`config.mk`:
```
export PLATFORM = sky130hd
export DESIGN_NAME = radix_integer_literal_parser
export DESIGN_NICKNAME = d
export VERILOG_FILES = /design/src/rilp_pkg.sv /design/src/rilp_step.sv /design/src/radix_integer_literal_parser.sv
export SDC_FILE = /design/constraint.sdc
export NUM_CORES = 1
export LEC_CHECK = 0
export BUFFER_PORTS_ARGS = -buffer_cell sky130_fd_sc_hd__clkbuf_2
export CAP_MARGIN = 10
export CELL_PAD_IN_SITES_DETAIL_PLACEMENT = 1
export CELL_PAD_IN_SITES_GLOBAL_PLACEMENT = 2
export CORE_ASPECT_RATIO = 1.5
export CORE_MARGIN = 2
export CORE_UTILIZATION = 38
export CTS_CLUSTER_DIAMETER = 120
export DETAILED_ROUTE_END_ITERATION = 7
export PLACE_DENSITY_LB_ADDON = 0.25
export SLEW_MARGIN = 20
export SYNTH_ARGS = -nofsm -noshare
export SYNTH_HDL_FRONTEND = slang
export SYNTH_HIERARCHICAL = 1
export SYNTH_SLANG_ARGS = --single-unit
```
`constraint.sdc`:
```
create_clock -name aclk -period 5.8 [get_ports aclk]
set_input_delay 0.58 -clock aclk [delete_from_list [all_inputs] [get_ports aclk]]
set_output_delay 0.58 -clock aclk [all_outputs]
set_load 0.01 [all_outputs]
```
`src/rilp_pkg.sv`:
```
`timescale 1ns / 1ps

package rilp_pkg;

    localparam int VALUE_W  = 63;
    localparam int STATUS_W = 2;
    localparam int MODE_W   = 3;
    localparam int CHAR_W   = 8;

    // Base mode register codes.
    localparam logic [MODE_W-1:0] MODE_AUTO = 3'd0;
    localparam logic [MODE_W-1:0] MODE_BIN  = 3'd1;
    localparam logic [MODE_W-1:0] MODE_OCT  = 3'd2;
    localparam logic [MODE_W-1:0] MODE_DEC  = 3'd3;
    localparam logic [MODE_W-1:0] MODE_HEX  = 3'd4;

    // Characters that matter to the prefix and digit decode.
    localparam logic [CHAR_W-1:0] CH_ZERO  = 8'h30;
    localparam logic [CHAR_W-1:0] CH_NINE  = 8'h39;
    localparam logic [CHAR_W-1:0] CH_LA    = 8'h61;
    localparam logic [CHAR_W-1:0] CH_LF    = 8'h66;
    localparam logic [CHAR_W-1:0] CH_UA    = 8'h41;
    localparam logic [CHAR_W-1:0] CH_UF    = 8'h46;
    localparam logic [CHAR_W-1:0] CH_B     = 8'h62;
    localparam logic [CHAR_W-1:0] CH_O     = 8'h6f;
    localparam logic [CHAR_W-1:0] CH_X     = 8'h78;

    typedef enum logic [1:0] {
        RADIX_2  = 2'd0,
        RADIX_8  = 2'd1,
        RADIX_10 = 2'd2,
        RADIX_16 = 2'd3
    } radix_t;

    typedef enum logic [STATUS_W-1:0] {
        ERR_NONE     = 2'd0,
        ERR_OVERFLOW = 2'd1,
        ERR_FAILURE  = 2'd2
    } err_t;

    // Per-literal parse state.
    typedef struct packed {
        logic [VALUE_W-1:0] acc;
        logic [1:0]         pos;
        logic               first_zero;
        radix_t             radix;
        logic               digit_seen;
        err_t               err;
        logic [MODE_W-1:0]  mode_held;
    } lit_state_t;

    localparam lit_state_t LIT_CLEAR = '{
        acc:        '0,
        pos:        2'd0,
        first_zero: 1'b0,
        radix:      RADIX_10,
        digit_seen: 1'b0,
        err:        ERR_NONE,
        mode_held:  MODE_AUTO
    };

endpackage

```
`src/rilp_step.sv`:
```
`timescale 1ns / 1ps

// One character of parsing: next literal state and, on the last character,
// the status and value of the finished literal.
module rilp_step (
    input  rilp_pkg::lit_state_t           cur,
    input  logic [rilp_pkg::CHAR_W-1:0]    char_code,
    input  logic                           is_last,
    input  logic [rilp_pkg::MODE_W-1:0]    base_mode,
    output rilp_pkg::lit_state_t           nxt,
    output logic [rilp_pkg::STATUS_W-1:0]  status,
    output logic [rilp_pkg::VALUE_W-1:0]   value
);
    import rilp_pkg::*;

    lit_state_t          s;
    logic [4:0]          dig;
    logic                dig_ok;
    logic                pfx_hit;
    radix_t              pfx_radix;
    logic [VALUE_W+3:0]  dec_sum;
    err_t                st;

    // Raw digit value; 16 marks a character that is no digit at all.
    always_comb begin
        dig = 5'd16;
        if (char_code >= CH_ZERO && char_code <= CH_NINE) begin
            dig = 5'(char_code - CH_ZERO);
        end else if (char_code >= CH_LA && char_code <= CH_LF) begin
            dig = 5'(char_code - CH_LA) + 5'd10;
        end else if (char_code >= CH_UA && char_code <= CH_UF) begin
            dig = 5'(char_code - CH_UA) + 5'd10;
        end
    end

    // Prefix check for the second character; auto mode also picks the radix.
    always_comb begin
        pfx_hit   = 1'b0;
        pfx_radix = cur.radix;
        case (cur.mode_held)
            MODE_AUTO: begin
                if (char_code == CH_B) begin
                    pfx_hit   = 1'b1;
                    pfx_radix = RADIX_2;
                end else if (char_code == CH_O) begin
                    pfx_hit   = 1'b1;
                    pfx_radix = RADIX_8;
                end else if (char_code == CH_X) begin
                    pfx_hit   = 1'b1;
                    pfx_radix = RADIX_16;
                end
            end
            MODE_BIN: pfx_hit = (char_code == CH_B);
            MODE_OCT: pfx_hit = (char_code == CH_O);
            MODE_HEX: pfx_hit = (char_code == CH_X);
            default:  pfx_hit = 1'b0;
        endcase
        pfx_hit = pfx_hit && cur.first_zero && (cur.pos == 2'd1);
    end

    // acc * 10 + digit as a shift-add, wide enough to see any carry out.
    assign dec_sum = {1'b0, cur.acc, 3'b0} + {3'b0, cur.acc, 1'b0}
                     + {(VALUE_W-1)'(0), dig};

    always_comb begin
        s = cur;

        if (cur.pos == 2'd0) begin
            s.mode_held  = base_mode;
            s.first_zero = (char_code == CH_ZERO);
            unique case (base_mode)
                MODE_AUTO: s.radix = RADIX_10;
                MODE_BIN:  s.radix = RADIX_2;
                MODE_OCT:  s.radix = RADIX_8;
                MODE_DEC:  s.radix = RADIX_10;
                MODE_HEX:  s.radix = RADIX_16;
                default:   s.err   = ERR_FAILURE;
            endcase
        end

        case (s.radix)
            RADIX_2:  dig_ok = (dig <= 5'd1);
            RADIX_8:  dig_ok = (dig <= 5'd7);
            RADIX_10: dig_ok = (dig <= 5'd9);
            default:  dig_ok = (dig <= 5'd15);
        endcase

        if (s.err == ERR_NONE) begin
            if (pfx_hit) begin
                s.acc        = '0;
                s.digit_seen = 1'b0;
                s.radix      = pfx_radix;
            end else if (!dig_ok) begin
                s.err = ERR_FAILURE;
            end else begin
                s.digit_seen = 1'b1;
                case (s.radix)
                    RADIX_2: begin
                        if (cur.acc[VALUE_W-1]) begin
                            s.err = ERR_OVERFLOW;
                        end else begin
                            s.acc = {cur.acc[VALUE_W-2:0], dig[0]};
                        end
                    end
                    RADIX_8: begin
                        if (cur.acc[VALUE_W-1:VALUE_W-3] != 3'd0) begin
                            s.err = ERR_OVERFLOW;
                        end else begin
                            s.acc = {cur.acc[VALUE_W-4:0], dig[2:0]};
                        end
                    end
                    RADIX_16: begin
                        if (cur.acc[VALUE_W-1:VALUE_W-4] != 4'd0) begin
                            s.err = ERR_OVERFLOW;
                        end else begin
                            s.acc = {cur.acc[VALUE_W-5:0], dig[3:0]};
                        end
                    end
                    default: begin
                        if (dec_sum[VALUE_W+3:VALUE_W] != 4'd0) begin
                            s.err = ERR_OVERFLOW;
                        end else begin
                            s.acc = dec_sum[VALUE_W-1:0];
                        end
                    end
                endcase
            end
        end

        if (s.pos != 2'd2) begin
            s.pos = s.pos + 2'd1;
        end

        st = s.err;
        if (st == ERR_NONE && !s.digit_seen) begin
            st = ERR_FAILURE;
        end
        status = st;
        value  = (st == ERR_NONE) ? s.acc : '0;

        nxt = is_last ? LIT_CLEAR : s;
    end

endmodule

```
`src/radix_integer_literal_parser.sv`:
```
`timescale 1ns / 1ps

// Path: a last character accepted on s_* passes the input register, then the
// result register, before its result shows on m_* (a stall on m_ready can wait).
// Throughput: one character per cycle unless stalled; a result that waits for
// m_ready holds back the next last character and every character after it.
// Reset: aresetn is synchronous and active low; it empties both registers,
// clears the literal state and sets base_mode to auto.
module radix_integer_literal_parser (
    input  logic                           aclk,
    input  logic                           aresetn,

    // Base mode register write port.
    input  logic                           cfg_wr_en,
    input  logic [rilp_pkg::MODE_W-1:0]    cfg_wr_data,

    // Character stream.
    input  logic                           s_valid,
    output logic                           s_ready,
    input  logic [rilp_pkg::CHAR_W-1:0]    s_char_code,
    input  logic                           s_is_last,

    // Literal results.
    output logic                           m_valid,
    input  logic                           m_ready,
    output logic [rilp_pkg::STATUS_W-1:0]  m_status,
    output logic [rilp_pkg::VALUE_W-1:0]   m_value
);
    import rilp_pkg::*;

    logic [MODE_W-1:0]   base_mode_reg;

    // Input register: holds one character until the parse stage takes it.
    logic                in_valid_reg;
    logic [CHAR_W-1:0]   in_char_reg;
    logic                in_last_reg;

    // Literal state carried from one character to the next.
    lit_state_t          lit_reg;
    lit_state_t          lit_next;

    // Result register.
    logic                out_valid_reg;
    logic [STATUS_W-1:0] out_status_reg;
    logic [VALUE_W-1:0]  out_value_reg;

    logic [STATUS_W-1:0] step_status;
    logic [VALUE_W-1:0]  step_value;
    logic                out_free;
    logic                advance;

    rilp_step u_step (
        .cur       (lit_reg),
        .char_code (in_char_reg),
        .is_last   (in_last_reg),
        .base_mode (base_mode_reg),
        .nxt       (lit_next),
        .status    (step_status),
        .value     (step_value)
    );

    // The result register can take a new result when it is empty or being
    // drained this cycle. Only a last character needs it; every other
    // character moves through the parse stage regardless of m_ready.
    assign out_free = !out_valid_reg || m_ready;
    assign advance  = in_valid_reg && (!in_last_reg || out_free);
    assign s_ready  = !in_valid_reg || advance;

    always_ff @(posedge aclk) begin
        if (!aresetn) begin
            base_mode_reg <= MODE_AUTO;
            in_valid_reg  <= 1'b0;
            lit_reg       <= LIT_CLEAR;
            out_valid_reg <= 1'b0;
        end else begin
            if (cfg_wr_en) begin
                base_mode_reg <= cfg_wr_data;
            end

            if (s_ready) begin
                in_valid_reg <= s_valid;
            end

            if (advance) begin
                lit_reg <= lit_next;
            end

            // A finished literal loads the result register; otherwise it
            // empties once the consumer has taken the item.
            if (advance && in_last_reg) begin
                out_valid_reg <= 1'b1;
            end else if (m_ready) begin
                out_valid_reg <= 1'b0;
            end
        end
    end

    // Payload registers need no reset.
    always_ff @(posedge aclk) begin
        if (s_valid && s_ready) begin
            in_char_reg <= s_char_code;
            in_last_reg <= s_is_last;
        end
        if (advance && in_last_reg) begin
            out_status_reg <= step_status;
            out_value_reg  <= step_value;
        end
    end

    assign m_valid  = out_valid_reg;
    assign m_status = out_status_reg;
    assign m_value  = out_value_reg;

endmodule

```
== After elaboration in Yosys (flattened, before gate mapping) ==
Cells that the tools add are included.

* Flip-flop bits (word level): 153
* Output and inout bits: 67
* Logic and storage cells: 124

* Add/sub/neg operators: 8
* Order comparisons: 10
* Eq/ne operators: 18
* Muxes and demuxes: 40
* Reductions and logical operators: 34

{| class="wikitable"
|+ Operators by type and width
! cell !! number
|-
| $mux W63 || 7
|-
| $pmux W63 S3 || 1
|-
| $mux W74 || 1
|-
| $add A66 B64 Y67 || 1
|-
| $add A67 B5 Y67 || 1
|-
| $mux W2 || 14
|-
| $mux W5 || 5
|-
| $eq A8 B7 Y1 const B || 3
|-
| $ge A8 B7 Y1 const B || 2
|-
| $le A8 B7 Y1 const B || 2
|-
| $add A5 B4 Y5 const B || 2
|-
| $le A5 B4 Y1 const B || 2
|-
| $logic_not A2 Y1 || 5
|-
| $sub A5 B1 Y5 const B || 2
|-
| $eq A3 B2 Y1 const B || 3
|-
| $logic_and A1 B1 Y1 || 9
|-
| $eq A8 B6 Y1 const B || 1
|-
| $ge A8 B6 Y1 const B || 1
|-
| $le A8 B6 Y1 const B || 1
|-
| $pmux W2 S4 || 1
|-
| $reduce_bool A4 Y1 || 2
|-
| $mux W1 || 7
|-
| $eq A3 B1 Y1 const B || 2
|-
| $eq A3 B3 Y1 const B || 2
|-
| 22 further kinds || 33
|}

== Logic depth before layout (Yosys ltp) ==
Gate-level depths: netlist of run 1.

* Depth after elaboration: 16
* Depth in mapped cells: 24

== Modules after synthesis ==
Netlist of run 1, hierarchy kept.

{| class="wikitable"
|+ By module, submodules not included
! module !! instances !! cells an instance !! area each (µm²) !! sequential area each (µm²)
|-
| rilp_step || 1 || 1,636 || 10,637.7 || 0.0
|-
| radix_integer_literal_parser || 1 || 415 || 5,396.4 || 3,803.6
|}

== Worst setup path after synthesis of run 1 ==
No wires, ideal clock.

* Kind: register to register
* Start: register in_char_reg[0]
* End: register out_value_reg[56], in the netlist m_value[56], data pin
* Library setup time: 0.267 ns
* Arrival: 4.553 ns
* Setup slack: 0.980 ns
* Cell stages (with the launch flop): 19
* Buffers on the path: 1
* Clock period less this slack: 4.820 ns
* Cell sequence: edfxtp_1 -> inv_1 -> ha_1 -> inv_1 -> o311a_1 -> a21oi_1 -> fa_1 -> ha_1 -> nand4b_1 -> a21oi_1 -> a21oi_1 -> o41a_1 -> o31ai_2 -> o2111a_2 -> a21oi_4 -> buf_6 -> or4_1 -> a21oi_1 -> nor3_1

* Longest elaborated chain between the ends: 16
* Elaborated cells on any way between the ends: 50

{| class="wikitable"
|+ RTL lines
! what !! RTL line !! source
|-
| start: declaration || radix_integer_literal_parser.sv:35 || <nowiki>logic [CHAR_W-1:0] in_char_reg;</nowiki>
|-
| start signal: assignment || radix_integer_literal_parser.sv:101 || <nowiki>in_char_reg <= s_char_code;</nowiki>
|-
| $sub A5 B1 Y5, or another cell as far along || rilp_step.sv:30, rilp_step.sv:32 ||
|-
| $add A5 B4 Y5 or $logic_and A1 B1 Y1 (tied branches) || rilp_step.sv:30, rilp_step.sv:32, rilp_step.sv:31 ||
|-
| $mux W5 || rilp_step.sv:31 || <nowiki>end else if (char_code >= CH_UA && char_code <= CH_UF) begin</nowiki>
|-
| $mux W5 || rilp_step.sv:29 || <nowiki>end else if (char_code >= CH_LA && char_code <= CH_LF) begin</nowiki>
|-
| $mux W5 || rilp_step.sv:27 || <nowiki>if (char_code >= CH_ZERO && char_code <= CH_NINE) begin</nowiki>
|-
| $add A67 B5 Y67 || rilp_step.sv:63 || <nowiki>+ {(VALUE_W-1)'(0), dig};</nowiki>
|-
| $reduce_bool A4 Y1 || rilp_step.sv:120 || <nowiki>if (dec_sum[VALUE_W+3:VALUE_W] != 4'd0) begin</nowiki>
|-
| $mux W2 || rilp_step.sv:120 ||
|-
| $pmux W2 S3 || rilp_step.sv:97 || <nowiki>case (s.radix)</nowiki>
|-
| $mux W2 || rilp_step.sv:93 || <nowiki>end else if (!dig_ok) begin</nowiki>
|-
| $mux W2 || rilp_step.sv:89 || <nowiki>if (pfx_hit) begin</nowiki>
|-
| $mux W5 || rilp_step.sv:88 || <nowiki>if (s.err == ERR_NONE) begin</nowiki>
|-
| $logic_not A2 Y1 || rilp_step.sv:135 || <nowiki>if (st == ERR_NONE && !s.digit_seen) begin</nowiki>
|-
| $logic_and A1 B1 Y1 || rilp_step.sv:135 ||
|-
| $mux W2 || rilp_step.sv:135 ||
|-
| $logic_not A2 Y1 || rilp_step.sv:139 || <nowiki>value = (st == ERR_NONE) ? s.acc : '0;</nowiki>
|-
| end signal: assignment || radix_integer_literal_parser.sv:106 || <nowiki>out_value_reg <= step_value;</nowiki>
|-
| end: declaration || radix_integer_literal_parser.sv:45 || <nowiki>logic [VALUE_W-1:0] out_value_reg;</nowiki>
|}

Parallel ways exist; a longest one is shown, timed or not.
A chain may end at the register's enable or synchronous reset.

==> reports/results.txt, run 1 <==
Outcome: complete, no violations
Htree depth: 4
Critical path destination: lit_reg[23]
CP top delay family: compound AO/OA/AOI/OAI gates
FF-to-FF path depth: 21
Mapped Cells: 2,045
Hold Buf Count CTS: 0
I/O Pins: 84
Port bufs: 83
Core area: 0.04179 mm²
Largest register FFs: 73
Hold_ws: 290.7 ps
Initial antenna violation count: 0
VDD IR max: 0.0002053 V
Crit start category: flop
Relative slew slack: 0.3242
WS Path Type: reg2reg
Max clock buf depth: 2
Fin crit share: 0.9516
Leak: 6.900 nW
Shortest period the worst path allows: 5520 ps
Worst Setup SP: in_char_reg[0]
Gpl congestion: 0.9602
Synthesis-to-layout area growth: 11.03%
Number of remaining DRC errors: 0
N_diodes: 0
Post-CTS Repair Setup Buffers: 0
Post-Syn Area: 0.01599 mm²
Worst EP arrival: 5840 ps
CP Data Required Time: 6120 ps
CTS tree: yes
Vias in the first global route: 17,600
Antenna-violating nets left: 0
Die area: 0.04376 mm²
Final hold violations: 0
Routed wire length: 68,590 µm
CP max stage delay: 470 ps
Syn_area_per_cell: 7.818 µm²
Layout fillers: 5,134
Worst path bufs/invs: 4
Yosys warnings: 6
Max Slew Vio Count: 0
Register area: 0.003787 mm²
Nature of the critical path endpoint: flop
Share of layout cells above drive strength 1: 0.1189
Clk_lat worst skew: 470 ps
Vias post-DR: 16,990
Detailed Place HPWL: 49,020 µm
Initial Utilization: 0.3826
CP max stage cell: edfxtp_1
CTS sink count: 152
Die Ht: 255.2 µm
CTS Buf Count: 17
Hold depth: 1
Max Cap Viol: 0
Row cnt: 92
RR Endpoint: lit_reg[23]
Reg2Reg Setup Slack: 280 ps
Global-route usage over all layers: 0.3146
Largest net degree at the start of global routing: 85
Fin nets: 2,231
Routed len/inst: 25.81 µm
WP depth: 21
First-pass GRT wire length: 105,500 µm
Vias/cell: 6.391
Synthesized net count: 2,195
Worst r2r src: in_char_reg[0]
Max frequency: 181.2 MHz
Crit-path cells: inv_1, ha_1, inv_1, o311a_1, a21oi_4, fa_1, ha_1, nand4b_1, a21oi_4, a21oi_1, o41a_1, o31ai_2, o2111a_2, a21o_1, buf_6, buf_4, a31oi_1, o211a_1, and2_1, nand2_1, mux2i_1
DRT Pass-1 Iters: 5
Crit-path max FO: 14
PD cells: 168.0 mW/mm²
Initial DRC Count: 1,093
Min-Delay Path Class: in2reg
Root Driver: clkbuf_16
Max Clock Skew: 20.96 ps
Final setup violation count: 0
Final design utilization: 0.4248
Multi-input gate area: 0.01152 mm²
Horiz. Die Dim: 171.5 µm
Worst slew pin tran: 1003 ps
Clk slew on worst S/H paths: 70 ps
Gr ovfl total: 0
==> report_power, final <==
part | total, mW | internal, mW | switching, mW
clock network | 1.16 | 0.602 | 0.555
logic | 0.667 | 0.218 | 0.449
registers | 1.16 | 1.14 | 0.0172
==> what timing repair did <==
action / CTS / global route
pin swaps: 0 / 1
setup endpoints to repair: 68 / 127
gates resized for setup: 5 / 14
cloned: 0 / 0
==> metal layers <==
metal  wire length (µm)  track usage
met5                  0            0
met2              34280       0.5501
met3               3188      0.04252
met1              27960       0.3771
met4               3170       0.1513
==> layout make-up <==
class,count,share of cell area
clock buffers,18,0.02418
clock inverters,14,0.007613
inverters,34,0.007190
multi-input cells,1716,0.6490
flip-flops and latches,152,0.2134
well taps,564,0.03975
repair buffers,160,0.05886
==> layout by cell type, fill, tap and decap left out, types with 29 or more instances in the layout <==
master,n
nor3_1,55
a21o_1,58
a221oi_1,50
and2_1,44
dfxtp_1,77
o31ai_1,31
edfxtp_1,74
nor2_1,146
buf_4,73
clkbuf_2,82
inv_1,34
a211oi_1,29
o21ai_0,89
mux2i_1,126
a31oi_1,48
nand2_1,309
ha_1,131
xnor2_1,35
a21oi_1,201
nand4_1,33
==> stage by stage <==
step / power (mW) / TNS (ps) / instance area (µm²) / cells / setup slack [ps]
CTS: 2.996 / 0 / 17680 / 2658 / 20.73
global placement: 1.814 / -620.8 / 17090 / 2625 / -123.6
global route: 3.093 / -20.89 / 17750 / 2658 / -14.77
floorplan: 1.609 / 0 / 15990 / 2045 / 980.0
detailed placement: 1.830 / -5656 / 17100 / 2626 / -269.0
finish: 2.983 / 0 / 17750 / 2658 / 280.5
==> worst register-to-register path: stages (launching register included) <==
cell      delay [ps]
edfxtp_1         470
inv_1            130
ha_1             200
inv_1             70
o311a_1          420
a21oi_4          210
fa_1             450
ha_1             370
nand4b_1         200
a21oi_4          260
a21oi_1          170
o41a_1           390
o31ai_2          310
o2111a_2         280
a21o_1           300
buf_6            250
buf_4            200
a31oi_1           90
o211a_1          280
and2_1           170
nand2_1           70
mux2i_1           90
==> worst min path at each step <==
stage | end | start
after floorplan | lit_reg[10] | lit_reg[10]
after global placement | lit_reg[10] | lit_reg[10]
after detailed placement | lit_reg[10] | lit_reg[10]
after CTS | in_char_reg[0] | s_char_code[0]
after global routing | in_char_reg[0] | s_char_code[0]
final | in_last_reg | s_is_last
(Power assumes the default switching activity.)
==> run 2, diff against run 1 <==
--- a/config.mk
+++ b/config.mk
@@ -7,11 +7,9 @@
 export LEC_CHECK = 0
 export BUFFER_PORTS_ARGS = -buffer_cell sky130_fd_sc_hd__clkbuf_2
 export CAP_MARGIN = 10
-export CELL_PAD_IN_SITES_DETAIL_PLACEMENT = 1
-export CELL_PAD_IN_SITES_GLOBAL_PLACEMENT = 2
 export CORE_ASPECT_RATIO = 1.5
 export CORE_MARGIN = 2
-export CORE_UTILIZATION = 38
+export CORE_UTILIZATION = 49
 export CTS_CLUSTER_DIAMETER = 120
 export DETAILED_ROUTE_END_ITERATION = 7
 export PLACE_DENSITY_LB_ADDON = 0.25
==> run 2 against run 1 <==
Worst setup slack worse by 200 ps. Count of clock-buffer cells in the layout is 1 lower. Largest power group is now clock. Non-clock buffer count is 5 lower. Final cell count is 5.8% lower. Hold slack worse by 12 ps. Critical endpoint is now lit_reg[52]. Critical path depth stayed put. Utilization is 12 points higher. Design area is 0.33% lower. Via count is 0.55% higher. Flip-flop and latch count stayed put. Routed wire length is 14% lower.
==> reports/results.txt, run 2 (synthesis gave the netlist of run 1 again) <==
I/O Pins: 84
WS Path Type: reg2reg
Share of layout cells above drive strength 1: 0.1172
Port bufs: 83
CP Data Required Time: 6120 ps
Vias/cell: 6.819
Hold_ws: 278.6 ps
Antenna-violating nets left: 0
Relative slew slack: 0.3091
Root Driver: clkbuf_16
Placement Setup Slack: -37.48 ps
Leak: 6.950 nW
Initial antenna violation count: 0
Fin crit share: 0.9855
Nature of the critical path endpoint: flop
Htree depth: 4
Crit start category: flop
Hold Buf Count CTS: 0
Max Cap Viol: 0
Shortest period the worst path allows: 5716 ps
Clk slew on worst S/H paths: 80 ps
CP max stage delay: 460 ps
Crit-path cells: nor4bb_2, a21boi_1, a22o_1, ha_1, ha_1, inv_1, fa_1, nand2b_1, a21oi_1, o21ai_1, nor4bb_1, nor2_1, a21oi_1, xnor2_2, a31oi_4, buf_4, nand3_2, o211ai_1, a21oi_1, nand2_1, mux2i_1
Core area: 0.03233 mm²
Synthesis-to-layout area growth: 10.66%
Min-Delay Path Class: in2reg
PD cells: 167.5 mW/mm²
Commonest non-fill, non-tap cell in the layout: nand2_1
Setup WS post-layout: 83.89 ps
CP dominant cell by count: a21oi_1
Vias in the first global route: 16,300
Fin cells: 2,505
DRT Pass-1 Iters: 6
Routed len/inst: 23.45 µm
Die area: 0.03412 mm²
Gpl congestion: 1.009
Max Slew Vio Count: 0
Global-route usage over all layers: 0.3396
Number of remaining DRC errors: 0
Final design utilization: 0.5472
CTS sink count: 152
Setup TNS: 0 ps
Initial Utilization: 0.4945
First-pass GRT wire length: 90,140 µm
Commonest cells after routing, fill and taps aside: nand2_1, a21oi_1, nor2_1, ha_1, mux2i_1
Die Ht: 225.2 µm
Routed wire length: 58,730 µm
Worst slew pin tran: 1036 ps
Placed cells: 2,467
Total power: 2.963 mW
Gr ovfl total: 0
Layout fillers: 3,080
Detailed Place HPWL: 41,210 µm
CTS Buf Count: 17
Largest net degree at the start of global routing: 90
Post-route cell area: 0.01769 mm²
CP max stage cell: edfxtp_1
Max frequency: 174.9 MHz
Vias post-DR: 17,080
Final hold violations: 0
Initial DRC Count: 1,946
Crit-path max FO: 10
Worst EP arrival: 6040 ps
Final setup violation count: 0
Placement Cell Area: 0.01694 mm²
Row cnt: 81
Outcome: complete, no violations
Clk_lat worst skew: 470 ps
Horiz. Die Dim: 151.5 µm
Fin nets: 2,227
Max clock buf depth: 2
N_diodes: 0
CTS tree: yes
VDD IR max: 0.0001999 V
Max Clock Skew: 13.34 ps
Largest register FFs: 73
[run 2: changes by cell type in the layout (fill, tap and decap cells not counted), moves of 2 or more]
cell | before | now
buf_4 | 73 | 62
buf_12 | 3 | 11
clkinv_8 | 0 | 5
clkinv_2 | 3 | 0
inv_8 | 2 | 5
clkinvlp_4 | 2 | 0
inv_6 | 6 | 4
o31ai_2 | 3 | 1
o31ai_4 | 0 | 2
[run 2: metal layers]
metal,vias to the layer above,routed length (µm),global-route usage,share of wire
met5,-,0,0,0
met4,0,5328,0.2596,0.091
met3,304,4281,0.05324,0.073
met2,978,27090,0.5501,0.46
met1,8018,22040,0.3978,0.38
li1,7781,-,-,-
[run 2: final timing paths]
check / start / endpoint / slack [ps] / depth (start not counted)
max: in_char_reg[6] / lit_reg[52] / 80 / 21
min: s_char_code[6] / in_char_reg[6] / 280 / 1
max reg2reg: in_char_reg[6] / lit_reg[52] / 80 / 21
min reg2reg: lit_reg[10] / lit_reg[10] / 460 / 2
[run 2: power by group]
part           total (mW)  internal, mW  switching (mW)
clock network        1.19         0.590           0.595
logic               0.621         0.217           0.404
registers            1.16          1.14          0.0153
[run 2: layout make-up]
class / instances / area [µm²] / share of cell area
sequential: 152 / 3787 / 0.2141
multi-input combinational: 1717 / 11550 / 0.6527
tap: 415 / 519.2 / 0.02935
clock inverter: 15 / 188.9 / 0.01068
timing repair buffer: 155 / 1096 / 0.06195
clock buffer: 17 / 425.4 / 0.02405
inverter: 34 / 127.6 / 0.007214
[run 2: critical path, delay by kind of cell (launching register included)]
family	cells	cell delay, ps
AND/OR/NAND/NOR	6	1490
AO/OA/AOI/OAI	8	2180
buffers and inverters	2	320
adder cells (fa/ha/maj)	3	770
XOR/XNOR	1	240
multiplexers	1	90
flip-flops	1	460
[run 2: repair_timing]
| item | 4_1_cts | 5_1_grt |
|---|---|---|
| buffers inserted | 0 | 5 |
| setup endpoints to repair | 3 | 127 |
| cloned | 0 | 1 |
| pin swaps | 0 | 5 |
| gates resized for setup | 1 | 16 |
